<file path="src/sv/mtbso_pkg.sv">
// Shared types and constants for the move-to-back service order block.
// No dependencies; imported by every module of the block.
`default_nettype none

package mtbso_pkg;

  localparam int MASK_W  = 8;
  localparam int FIELD_W = 3;
  // Wide enough to hold a handler count of up to sixteen.
  localparam int SPLIT_W = 5;

  typedef struct packed {
    logic [MASK_W-1:0]  mask;
    logic [SPLIT_W-1:0] split;
  } round_t;

endpackage

`default_nettype wire

</file>
<file path="src/sv/mtbso_front.sv">
// Front end: accepts rounds, counts the handlers that sent and queues the result.
// Depends on mtbso_pkg.
`default_nettype none

module mtbso_front #(
  parameter int HANDLERS = 8
) (
  input  wire                         clk,
  input  wire                         rst,
  input  wire                         in_valid,
  output logic                        in_stall,
  input  wire  [mtbso_pkg::MASK_W-1:0] sent_mask,
  output logic                        q_valid,
  output mtbso_pkg::round_t           q_data,
  input  wire                         q_take
);
  import mtbso_pkg::*;

  logic [SPLIT_W-1:0] sent_cnt;
  round_t             entry [2];
  logic               wr_ptr;
  logic               rd_ptr;
  logic [1:0]         count;
  logic               push;

  always_comb begin
    sent_cnt = '0;
    for (int j = 0; j < MASK_W; j++) begin
      if ((j < HANDLERS) && sent_mask[j]) begin
        sent_cnt = sent_cnt + SPLIT_W'(1);
      end
    end
  end

  assign in_stall = (count == 2'd2);
  assign push     = in_valid && !in_stall;
  assign q_valid  = (count != 2'd0);
  assign q_data   = entry[rd_ptr];

  always_ff @(posedge clk) begin
    if (push) begin
      entry[wr_ptr].mask  <= sent_mask;
      entry[wr_ptr].split <= SPLIT_W'(HANDLERS) - sent_cnt;
    end
  end

  always_ff @(posedge clk) begin
    if (rst) begin
      wr_ptr <= 1'b0;
      rd_ptr <= 1'b0;
      count  <= 2'd0;
    end else begin
      if (push) begin
        wr_ptr <= !wr_ptr;
      end
      if (q_take) begin
        rd_ptr <= !rd_ptr;
      end
      unique case ({push, q_take})
        2'b10:   count <= count + 2'd1;
        2'b01:   count <= count - 2'd1;
        default: count <= count;
      endcase
    end
  end

endmodule

`default_nettype wire

</file>
<file path="src/sv/mtbso_back.sv">
// Back end: scans the current order, builds the new order in the spare bank
// and emits it through the output register. Depends on mtbso_pkg.
`default_nettype none

module mtbso_back #(
  parameter int HANDLERS = 8
) (
  input  wire                          clk,
  input  wire                          rst,
  input  wire                          q_valid,
  input  mtbso_pkg::round_t            q_data,
  output logic                         q_take,
  output logic                         out_valid,
  input  wire                          out_stall,
  output logic [mtbso_pkg::FIELD_W-1:0] position,
  output logic [mtbso_pkg::FIELD_W-1:0] handler_id,
  output logic                         last_of_order
);
  import mtbso_pkg::*;

  localparam int IW = $clog2(HANDLERS);
  localparam int CW = $clog2(HANDLERS + 1);
  localparam logic [IW-1:0] LAST_IDX = IW'(HANDLERS - 1);
  localparam logic [CW-1:0] LAST_POS = CW'(HANDLERS - 1);
  localparam logic [CW-1:0] ALL_POS  = CW'(HANDLERS);

  localparam logic [1:0] ST_IDLE  = 2'd0;
  localparam logic [1:0] ST_SCAN  = 2'd1;
  localparam logic [1:0] ST_DRAIN = 2'd2;

  logic [1:0]        state;
  logic              bank;
  logic              fresh;
  logic [IW-1:0]     idx;
  logic [CW-1:0]     pos;
  logic [CW-1:0]     pos_next;
  logic [CW-1:0]     sptr;
  logic [MASK_W-1:0] mask;

  logic [IW-1:0] mem0 [HANDLERS];
  logic [IW-1:0] mem1 [HANDLERS];

  logic [IW-1:0] addr0;
  logic [IW-1:0] addr1;
  logic [IW-1:0] cur;
  logic [IW-1:0] drain_id;
  logic [IW-1:0] emit_id;
  logic [IW-1:0] wr_addr;
  logic          head_sent;
  logic          can_load;
  logic          scan_step;
  logic          drain_step;
  logic          emit;
  logic          finish;

  always_comb begin
    addr0     = bank ? pos[IW-1:0] : idx;
    addr1     = bank ? idx : pos[IW-1:0];
    cur       = fresh ? idx : (bank ? mem1[addr1] : mem0[addr0]);
    drain_id  = bank ? mem0[addr0] : mem1[addr1];
    head_sent = (32'(cur) < 32'(MASK_W)) && mask[FIELD_W'(cur)];
    can_load  = !out_valid || !out_stall;
    scan_step  = (state == ST_SCAN) && (head_sent || can_load);
    drain_step = (state == ST_DRAIN) && can_load;
    emit       = ((state == ST_SCAN) && !head_sent && can_load) || drain_step;
    emit_id    = (state == ST_DRAIN) ? drain_id : cur;
    pos_next   = emit ? pos + CW'(1) : pos;
    wr_addr    = head_sent ? sptr[IW-1:0] : pos[IW-1:0];
    finish     = (scan_step && (idx == LAST_IDX) && (pos_next == ALL_POS)) ||
                 (drain_step && (pos == LAST_POS));
    q_take     = q_valid && (state == ST_IDLE);
  end

  always_ff @(posedge clk) begin
    if (scan_step) begin
      if (bank) begin
        mem0[wr_addr] <= cur;
      end else begin
        mem1[wr_addr] <= cur;
      end
    end
  end

  always_ff @(posedge clk) begin
    if (emit) begin
      position      <= FIELD_W'(pos);
      handler_id    <= FIELD_W'(emit_id);
      last_of_order <= (pos == LAST_POS);
    end
  end

  always_ff @(posedge clk) begin
    if (rst) begin
      state     <= ST_IDLE;
      bank      <= 1'b0;
      fresh     <= 1'b1;
      idx       <= '0;
      pos       <= '0;
      sptr      <= '0;
      mask      <= '0;
      out_valid <= 1'b0;
    end else begin
      if (emit) begin
        out_valid <= 1'b1;
      end else if (!out_stall) begin
        out_valid <= 1'b0;
      end
      unique case (state)
        ST_IDLE: begin
          if (q_take) begin
            state <= ST_SCAN;
            idx   <= '0;
            pos   <= '0;
            sptr  <= CW'(q_data.split);
            mask  <= q_data.mask;
          end
        end
        ST_SCAN: begin
          if (scan_step) begin
            idx <= idx + IW'(1);
            pos <= pos_next;
            if (head_sent) begin
              sptr <= sptr + CW'(1);
            end
            if (idx == LAST_IDX) begin
              state <= ST_DRAIN;
            end
          end
        end
        ST_DRAIN: begin
          if (drain_step) begin
            pos <= pos_next;
          end
        end
        default: begin
          state <= ST_IDLE;
        end
      endcase
      if (finish) begin
        state <= ST_IDLE;
        bank  <= !bank;
        fresh <= 1'b0;
      end
    end
  end

endmodule

`default_nettype wire

</file>
<file path="src/sv/move_to_back_service_order.sv">
// Move-to-back service order: top level joining the front end and the back end.
// Depends on mtbso_pkg, mtbso_front and mtbso_back.
//
// Each input transaction carries sent_mask, one bit per handler that sent a
// message in a service round. The block moves those handlers to the back of
// its service order, keeping relative order on both sides, and then emits the
// whole new order as HANDLERS output transactions: position, handler_id and
// last_of_order, which is high on the final position.
// The front end counts the handlers that sent and holds up to two rounds in a
// queue, so new rounds are taken while the back end is still emitting.
// The back end scans the current order once, one handler a cycle unless a
// stalled output holds it up, emitting handlers that did not send directly
// and parking the others in the spare bank; it then emits the parked handlers.
// The first result enters the output register when the first quiet handler is
// scanned, after the back end has taken the round from the queue while idle.
// After reset the order is ascending and the queue is empty. When out_stall
// is high on a valid transaction the output register holds it and the back
// end emits nothing more; the queue fills and in_stall rises once two rounds
// are waiting.
`default_nettype none

module move_to_back_service_order #(
  parameter int HANDLERS = 8
) (
  input  wire                          clk,
  input  wire                          rst,
  input  wire                          in_valid,
  output logic                         in_stall,
  input  wire  [mtbso_pkg::MASK_W-1:0]  sent_mask,
  output logic                         out_valid,
  input  wire                          out_stall,
  output logic [mtbso_pkg::FIELD_W-1:0] position,
  output logic [mtbso_pkg::FIELD_W-1:0] handler_id,
  output logic                         last_of_order
);
  import mtbso_pkg::*;

  round_t q_data;
  logic   q_valid;
  logic   q_take;

  mtbso_front #(
    .HANDLERS (HANDLERS)
  ) u_front (
    .clk       (clk),
    .rst       (rst),
    .in_valid  (in_valid),
    .in_stall  (in_stall),
    .sent_mask (sent_mask),
    .q_valid   (q_valid),
    .q_data    (q_data),
    .q_take    (q_take)
  );

  mtbso_back #(
    .HANDLERS (HANDLERS)
  ) u_back (
    .clk           (clk),
    .rst           (rst),
    .q_valid       (q_valid),
    .q_data        (q_data),
    .q_take        (q_take),
    .out_valid     (out_valid),
    .out_stall     (out_stall),
    .position      (position),
    .handler_id    (handler_id),
    .last_of_order (last_of_order)
  );

endmodule

`default_nettype wire

</file>
<file path="config.mk">
export PLATFORM = sky130hd
export DESIGN_NAME = move_to_back_service_order
export DESIGN_NICKNAME = d
export VERILOG_FILES = /design/src/sv/mtbso_pkg.sv /design/src/sv/mtbso_front.sv /design/src/sv/mtbso_back.sv /design/src/sv/move_to_back_service_order.sv
export SDC_FILE = /design/constraint.sdc
export NUM_CORES = 1
export LEC_CHECK = 0
export BUFFER_PORTS_ARGS = -buffer_cell sky130_fd_sc_hd__buf_2
export CAP_MARGIN = 40
export CORE_ASPECT_RATIO = 0.9
export CORE_MARGIN = 4
export CORE_UTILIZATION = 45
export CTS_CLUSTER_SIZE = 28
export DETAILED_ROUTE_END_ITERATION = 10
export GPL_TIMING_DRIVEN = 0
export RECOVER_POWER = 25
export SYNTH_ARGS = -nofsm -noshare
export SYNTH_HDL_FRONTEND = slang
export SYNTH_HIERARCHICAL = 1
export SYNTH_SLANG_ARGS = --single-unit
export TNS_END_PERCENT = 50
</file>
<file path="constraint.sdc">
create_clock -name clk -period 12 [get_ports clk]
set_input_delay 0.6 -clock clk [delete_from_list [all_inputs] [get_ports clk]]
set_output_delay 0.6 -clock clk [all_outputs]
set_load 0.02 [all_outputs]
</file>
Yosys cells after proc, flatten, opt, wreduce, memory -nomap -nowiden:

Memory sizes are Yosys's and may differ from the RTL's. A register that Yosys moved wholly into a read port is not among the register bits.
Index checks and enable logic that the tools add are counted.

* flip-flop bits (word level): 35
* latch bits: 0
* memory bits (writable): 74
* memory bits (read-only): 0
* bits of input ports: 12
* word-level logic and storage cells: 123
* memories kept: 3

Memory list
* u_front.entry: words 2, bits a word 13, rd ports 1, clocked after memory_dff 1, write ports 1, RTL line mtbso_front.sv:20 `round_t entry [2];`
* u_back.mem0: words 8, bits a word 3, rd ports 1, clocked after memory_dff 0, write ports 1, RTL line mtbso_back.sv:40 `logic [IW-1:0] mem0 [HANDLERS];`
* u_back.mem1: words 8, bits a word 3, rd ports 1, clocked after memory_dff 0, write ports 1, RTL line mtbso_back.sv:41 `logic [IW-1:0] mem1 [HANDLERS];`

* add/sub/neg operators: 13
* multipliers: 0
* div/mod/pow operators: 0
* $lt $le $gt $ge: 1
* equality and inequality tests: 14
* shifts and indexed selects: 0
* muxes and demuxes: 46
* bitwise gates (word level): 1
* reduce and logical (&&, ||, !) cells: 31

Operators by type and width (number)
* $add A5 B1 Y5 const B: 7
* $mux W5: 7
* $mux W4: 7
* $mux W3: 9
* $mux W1: 14
* $pmux W4 S3: 1
* $reduce_and A4 Y1: 3
* $logic_and A1 B1 Y1: 9
* $add A4 B1 Y4 const B: 2
* $ne A2 B1 Y1 const B: 4
* $pmux W4 S2: 1
* $logic_not A1 Y1: 7
* $eq A2 B2 Y1 const B: 3
* $mux W2: 3
* $pmux W2 S3: 1
* $pmux W3 S2: 1
* $reduce_bool A2 Y1: 3
* $sub A4 B5 Y5 const A: 1
* $eq A2 B1 Y1 const B: 2
* $eq A4 B3 Y1 const B: 1
* $eq A4 B4 Y1 const B: 1
* $logic_or A1 B1 Y1: 4
* $lt A3 B4 Y1 const B: 1
* $ne A2 B2 Y1 const B: 2
* 12 further kinds: 12

Longest topological paths before layout:

Gate-level depths: netlist of run 1.

* depth after elaboration: 16
* gate-level depth with buffers: 18
* mapped depth without buffers: 18

By module:

The synthesis of run 1 kept the hierarchy.

By module, submodules not included
* mtbso_back: times used 1, cells an instance 418, area each 4240.3 um2, seq. area each 2112.0 um2
* mtbso_front: times used 1, cells an instance 160, area each 1886.8 um2, seq. area each 880.8 um2

Worst setup path before layout of run 1:

OpenSTA, ideal clock, no wires.

* path type: input port to flip-flop
* start point: input port sent_mask[0] (netlist bit)
* end point: memory u_front/entry[0][4] (netlist bit) (data pin)
* data arrival time: 4.590 ns
* slack: 7.145 ns
* stages: 21
* cells stage by stage: inv_1 > ha_1 > xor2_1 > ha_1 > mux2_2 > ha_1 > mux2_2 > ha_1 > nor2b_1 > a21oi_1 > a21o_1 > ha_1 > mux2_2 > ha_1 > mux2i_1 > ha_1 > nor2_1 > nand2_1 > a21oi_1 > a211oi_2 > xnor2_1

* cells in the longest elaborated chain, start to end: 16

Ends and longest elaborated chain
* from (decl): RTL line move_to_back_service_order.sv:29 `input wire [mtbso_pkg::MASK_W-1:0] sent_mask,`
* $mux W1 (*): RTL line mtbso_front.sv:29 `if ((j < HANDLERS) && sent_mask[j]) begin`
* $add A5 B1 Y5: RTL line mtbso_front.sv:30 `sent_cnt = sent_cnt + SPLIT_W'(1);`
* $mux W5 (*): RTL line mtbso_front.sv:29
* $add A5 B1 Y5: RTL line mtbso_front.sv:30
* $mux W5 (*): RTL line mtbso_front.sv:29
* $add A5 B1 Y5: RTL line mtbso_front.sv:30
* $mux W5 (*): RTL line mtbso_front.sv:29
* $add A5 B1 Y5: RTL line mtbso_front.sv:30
* $mux W5 (*): RTL line mtbso_front.sv:29
* $add A5 B1 Y5: RTL line mtbso_front.sv:30
* $mux W5 (*): RTL line mtbso_front.sv:29
* $add A5 B1 Y5: RTL line mtbso_front.sv:30
* $mux W5 (*): RTL line mtbso_front.sv:29
* $add A5 B1 Y5: RTL line mtbso_front.sv:30
* $mux W5 (*): RTL line mtbso_front.sv:29
* $sub A4 B5 Y5 (*): RTL line mtbso_front.sv:43 `entry[wr_ptr].split <= SPLIT_W'(HANDLERS) - sent_cnt;`
* to (decl): RTL line mtbso_front.sv:20

Mark *: on every way between the ends. The rest lies on a longest branch, timed or not.

Worst setup path after layout of run 1:

* start point: register u_back.pos[0]
* end point: memory u_back/mem0[2][1] (netlist bit) (enable)

* cells in the longest elaborated chain, start to end: 10
* elaborated cells between the ends (all ways): 13

Ends and longest elaborated chain
* from (decl): RTL line mtbso_back.sv:35 `logic [CW-1:0] pos;`
* from (signal assigned): RTL line mtbso_back.sv:121 `pos <= pos_next;`
* from (signal assigned): RTL line mtbso_back.sv:132 `pos <= pos_next;`
* $mux W3 (on tied branches): RTL line mtbso_back.sv:57, mtbso_back.sv:58
* $mem_v2 Z8 W3 (on tied branches)
* $mux W3 (*) (2 in a row): RTL line mtbso_back.sv:59 `cur = fresh ? idx : (bank ? mem1[addr1] : mem0[addr0]);`
* named net u_back.cur[0]: RTL line mtbso_back.sv:45 `logic [IW-1:0] cur;`
* $bmux W1 S3 (*): RTL line mtbso_back.sv:61 `head_sent = (32'(cur) < 32'(MASK_W)) && mask[FIELD_W'(cur)];`
* $mux W1 (implied by the code) (*): RTL line mtbso_back.sv:61
* $logic_or A1 B1 Y1: RTL line mtbso_back.sv:63 `scan_step = (state == ST_SCAN) && (head_sent || can_load);`
* $logic_and A1 B1 Y1: RTL line mtbso_back.sv:63
* $mux W1: RTL line mtbso_back.sv:75 `if (scan_step) begin`
* $mux W1 (implied by the code): RTL line mtbso_back.sv:77 `mem0[wr_addr] <= cur;`
* to (decl): RTL line mtbso_back.sv:40

The timed path passes the listed nets; every way through them passes the cells marked *. The select of a mux whose other input is x is not followed.

==> results of run 1 <==
==> critical path, cell delays in order (launching register included) <==
cell and delay (ns):
dfxtp_1 0.60, buf_6 0.23, buf_4 0.21, nand2_1 0.07, a22o_1 0.21, a211oi_1 0.28
o32ai_1 0.20, o221a_2 0.33, inv_1 0.53, a2111oi_0 0.26, nor4_2 0.71, clkbuf_1 0.39
nor3_1 0.09, a31oi_1 0.58, nor2_1 0.23
==> stage by stage <==
step / worst slack [ns] / std cells / util, %
2_1_floorplan: 7.70 / 525 / -
3_3_place_gp: 7.03 / 705 / 49.0
3_5_place_dp: 6.95 / 706 / 49.0
4_1_cts: 6.93 / 722 / 51.9
5_1_grt: 6.53 / 722 / 51.7
6_report: 6.79 / 722 / 51.7
==> cell type report <==
| class | instances | area, um2 |
|---|---|---|
| fillers | 1137 | 5880 |
| inverters | 26 | 103 |
| clock inverters | 7 | 119 |
| repair buffers | 21 | 83.8 |
| well taps | 160 | 200 |
| clock buffers | 9 | 225 |
| multi-input cells | 370 | 2540 |
| flip-flops and latches | 105 | 2870 |
| plain buffers | 24 | 141 |
==> power by group <==
group	internal, W	total (W)	switching [W]
registers	0.000455	0.000483	0.0000276
logic	0.000132	0.000354	0.000222
clock network	0.000204	0.000334	0.000130
total	0.000791	0.00117	0.000380
==> path summary, 6_finish.rpt <==
check             cells after the start                  to  slack [ns]           from
setup / recovery                     14   u_back/mem0[2][1]        6.79  u_back/pos[0]
setup reg to reg                     14   u_back/mem0[2][1]        6.79  u_back/pos[0]
hold reg to reg                       0  u_back/position[2]        0.44  u_back/pos[2]
hold / removal                        0  u_back/position[2]        0.44  u_back/pos[2]
==> registers in the layout (all words and copies together) (netlist names), 2 cells and up, named ones only <==
| signal | cells |
|---|---|
| u_back/mem0 | 24 |
| u_back/mem1 | 24 |
| u_front/entry | 22 |
| u_back/mask | 8 |
| u_back/pos | 4 |
| u_back/handler_id | 3 |
| u_back/idx | 3 |
| u_back/position | 3 |
| u_back/sptr | 3 |
| u_back/state | 2 |
| u_front/count | 2 |
==> metal layers <==
layer,vias to the layer above,GRT usage [%],wire length (um)
met2,112,28.7,5820
met3,19,4.94,724
met5,-,0,0
met4,0,5.22,190
li1,1991,-,-
met1,2013,27.7,6610
==> qor.yml, run 1 <==
floorplanning:
  die_x_um: 126
  fp.dieH_um: 114
  die-area_um2: 14400
  io_pins: 21
  core_um2: 12200
  rows: 38
  start_util_pct: 46.5
power:
  peakVddDrop_mv: 0.0759
  report.power.total_w: 0.00117
  power_leakage_nw: 2.24
  power_density_nw_per_um2: 186
sta:
  max_freq_mhz: 192
  finalHoldViolCount: 0
  drv_slew: 0
  setup_tns_ns: 0
  final.period_utilization_pct: 43.4
  finalClockSkew_ns: 0.00638
  rsz0062_at_grt: "no"
  min_period_ns: 5.21
  worst_pin_slew_ns: 0.899
  worst_hold_slack_ns: 0.435
  slew_headroom_pct: 39.9
  setup_viol: 0
clock_network:
  postCtsHoldBufs: 0
  postCtsSetupRepairBufs: 0
  htree_levels: 3
  cts_buffers: 9
  root_buffer: "clkbuf_16"
  cts_buffer_depth: 2
  cts.sink_count: 105
  cts_tree: "done"
  path_clk_slew_ns: 0.07
  clk_latency_ns: 0.35
  cts_resized: 0
place:
  gp_congestion: 0.939
  port_buffers: 20
  dpl_cell_area_um2: 5970
  hpwl_um: 9690
global_route:
  grt_pass1_vias: 4016
  grt_max_degree: 19
  grt_use_total_pct: 19.1
  antenna_found_initial: 0
  grt_pass1_wl_um: 21300
  grt.overflow.total: 0
worst_setup_path:
  arrival_ns: 5.26
  crit_required_ns: 12.06
  cp-end-kind: "register"
  worst-path-max-fanout: 18
  start_kind: "register"
  worst-setup-path-type: "reg -> reg"
cells_and_area:
  design_area_um2: 6290
  n_antenna_cell: 0
  final_cell_mix: "edfxtp_1, nand2_1, nor2_1"
  drive_gt1_share_pct: 13.5
  num-nets-final: 586
  final_common_cell: "edfxtp_1"
  syn_to_final_growth_pct: 11.1
route:
  via_per_inst: 5.73
  drt-initial-drc-count: 481
  wl_per_cell_um: 18.5
  vias: 4135
  firstDrtPassIters: 7
  routed_wirelength_um: 13300
  drc: 0
  ant_nets: 0
synthesis:
  synthesis.nets: 554
  avgSynthCellArea_um2: 10.8
  synth_area_um2: 5660
  synth_warnings: 6
  syn_inst: 525
hold_path:
  hp-class: "reg -> reg"
run_status:
  outcome: "finished clean"
run:
  cap_violations: 0
(Power assumes the default switching activity.)
==> run 2: changes to the inputs <==
ABC_AREA = 1   (was unset)
clock period = 5.1 ns   (was 12 ns; I/O delays follow)
==> run 2 against run 1 <==
- combinational power grew to 2.6 times the previous value
- routed wire length fell by 20%
- critical path depth up 2
- clock power increased by 92%
- design area fell by 6.2%
- non-clock buffer count shrank 11
- synthesized area is 6.0% lower
- critical path type unchanged
==> qor.yml, run 2 <==
route:
  firstDrtPassIters: 5  # was 7
  routed_wirelength_um: 10600  # was 13300 um
  ant_nets: 0  # unchanged
  vias: 3885  # was 4135
  via_per_inst: 5.03  # was 5.73
  drc: 0  # unchanged
  wl_per_cell_um: 13.8  # was 18.5 um
  drt-initial-drc-count: 319  # was 481
place:
  port_buffers: 20  # unchanged
  placed_cells: 757  # was 706
  dpl_cell_area_um2: 5640  # was 5970 um2
  gp_congestion: 0.833  # was 0.939
  hpwl_um: 7950  # was 9690 um
  dpl_worst_slack_ns: 1.21  # was 6.95 ns
floorplanning:
  die_x_um: 123  # was 126 um
  io_pins: 21  # unchanged
  start_util_pct: 46.3  # was 46.5%
  rows: 37  # was 38
  core_um2: 11500  # was 12200 um2
  die-area_um2: 13600  # was 14400 um2
  fp.dieH_um: 111  # was 114 um
worst_setup_path:
  path_buf_inv: 2  # was 4
  cp-end-kind: "register"  # unchanged
  crit_path_frequent_cell: "nand2_1"
  start_kind: "register"  # unchanged
  crit_required_ns: 5.10  # was 12.06 ns
  path_cells: "inv_1, nand2_1, nand2_2, nand2_1, nand3_1, nand3_1, nand2_1, nand2_1, nand3_1, o21ai_1, inv_1, nand3_2, nand2_4, a21oi_1, nand2_1, nor2_1"  # was buf_6, buf_4, nand2_1, a22o_1, a211oi_1, o32ai_1, o221a_2, inv_1, a2111oi_0, nor4_2, clkbuf_1, nor3_1, a31oi_1, nor2_1
  critPathMaxStageDelay_ns: 0.53  # was 0.71 ns
  cp_slowest_cell: "dfxtp_1"  # was nor4_2
  worst-setup-path-type: "reg -> reg"  # unchanged
  worst-path-max-fanout: 17  # was 18
  arrival_ns: 3.68  # was 5.26 ns
  crit_family: "simple AND/OR/NAND/NOR gates"  # was compound AO/OA/AOI/OAI gates
sta:
  setup_tns_ns: 0  # unchanged
  rsz0062_at_grt: "no"  # unchanged
  worst_pin_slew_ns: 0.640  # was 0.899 ns
  drv_slew: 0  # unchanged
  final.period_utilization_pct: 72.2  # was 43.4%
  slew_headroom_pct: 57.3  # was 39.9%
  finalHoldViolCount: 0  # unchanged
  min_period_ns: 3.68  # was 5.21 ns
  setup_viol: 0  # unchanged
  max_freq_mhz: 272  # was 192 MHz
  layout_setup_ws_ns: 1.42  # was 6.79 ns
  finalClockSkew_ns: 0.0111  # was 0.00638 ns
synthesis:
  synth_area_um2: 5320  # was 5660 um2
  syn_inst: 578  # was 525
  synth_warnings: 6  # unchanged
  avgSynthCellArea_um2: 9.20  # was 10.8 um2
  synthesis.nets: 607  # was 554
power:
  power_density_nw_per_um2: 454  # was 186 nW/um2
  power_leakage_nw: 2.40  # was 2.24 nW
  peakVddDrop_mv: 0.206  # was 0.0759 mV
cells_and_area:
  finalNonFillerCells: 773  # was 722
  drive_gt1_share_pct: 12.2  # was 13.5%
  largestRegisters: "u_back/mem0 x24, u_back/mem1 x24, u_front/entry x22"  # unchanged
  num-nets-final: 641  # was 586
  final_util_pct: 51.3  # was 51.7%
  regArea_um2: 2870  # unchanged
  n_antenna_cell: 0  # unchanged
  fillerInstances: 1081  # was 1137
  multi_input_area_um2: 2130  # was 2540 um2
  syn_to_final_growth_pct: 10.8  # was 11.1%
  final_cell_mix: "nand2_1, nand3_1, edfxtp_1"  # was edfxtp_1, nand2_1, nor2_1
  design_area_um2: 5890  # was 6290 um2
  final_common_cell: "nand2_1"  # was edfxtp_1
global_route:
  grt_use_total_pct: 16.3  # was 19.1%
  grt_pass1_vias: 3638  # was 4016
  grt.overflow.total: 0  # unchanged
  grt_max_degree: 19  # unchanged
  antenna_found_initial: 0  # unchanged
  grt_pass1_wl_um: 17700  # was 21300 um
clock_network:
  cts.sink_count: 105  # unchanged
  cts_buffers: 9  # unchanged
  htree_levels: 3  # unchanged
  cts_resized: 0  # unchanged
  clk_latency_ns: 0.34  # was 0.35 ns
  postCtsHoldBufs: 0  # unchanged
  cts_buffer_depth: 2  # unchanged
  root_buffer: "clkbuf_16"  # unchanged
  path_clk_slew_ns: 0.07  # about the same
  cts_tree: "done"  # unchanged
  postCtsSetupRepairBufs: 0  # unchanged
hold_path:
  hp-class: "in -> reg"  # was reg -> reg
run:
  cap_violations: 0  # unchanged
run_status:
  outcome: "finished clean"  # unchanged
==> run 2: final timing paths <==
kind                                    start            endpoint  slack, ns  cells after the start
worst max-delay path            u_back/pos[0]   u_back/mem0[5][0]       1.42                     16
worst min-delay path                      rst    u_front/count[0]       0.14                      2
worst max register to register  u_back/pos[0]   u_back/mem0[5][0]       1.42                     16
worst min register to register  u_back/pos[2]  u_back/position[2]       0.44                      0
==> run 2: through the flow <==
stage / power, W / hold slack, ns
final: 0.00268 / 0.140
after global routing: 0.00287 / 0.150
after CTS: 0.00270 / 0.135
after detailed placement: 0.00206 / 0.412
after global placement: 0.00203 / 0.410
after floorplan: 0.00184 / 0.324
==> run 2: report_power, final <==
group          internal (W)  switching [W]  leakage (nW)
registers           0.00107      0.0000515         0.948
logic              0.000293       0.000626          1.32
clock network      0.000338       0.000305         0.133
==> run 2: cell type report <==
class / instances / share of cell area [%]
multi-input cells: 399 / 36.2
repair buffers: 23 / 1.72
clock inverters: 6 / 0.828
plain buffers: 11 / 1.32
well taps: 156 / 3.31
clock buffers: 10 / 3.88
inverters: 63 / 4.01
flip-flops and latches: 105 / 48.7
==> run 2: layer usage <==
metal	vias up	wire, um	global-route usage [%]
met4	0	121	5.22
met2	84	4850	25.0
li1	2006	-	-
met3	8	474	2.55
met5	-	0	0
met1	1787	5190	23.7
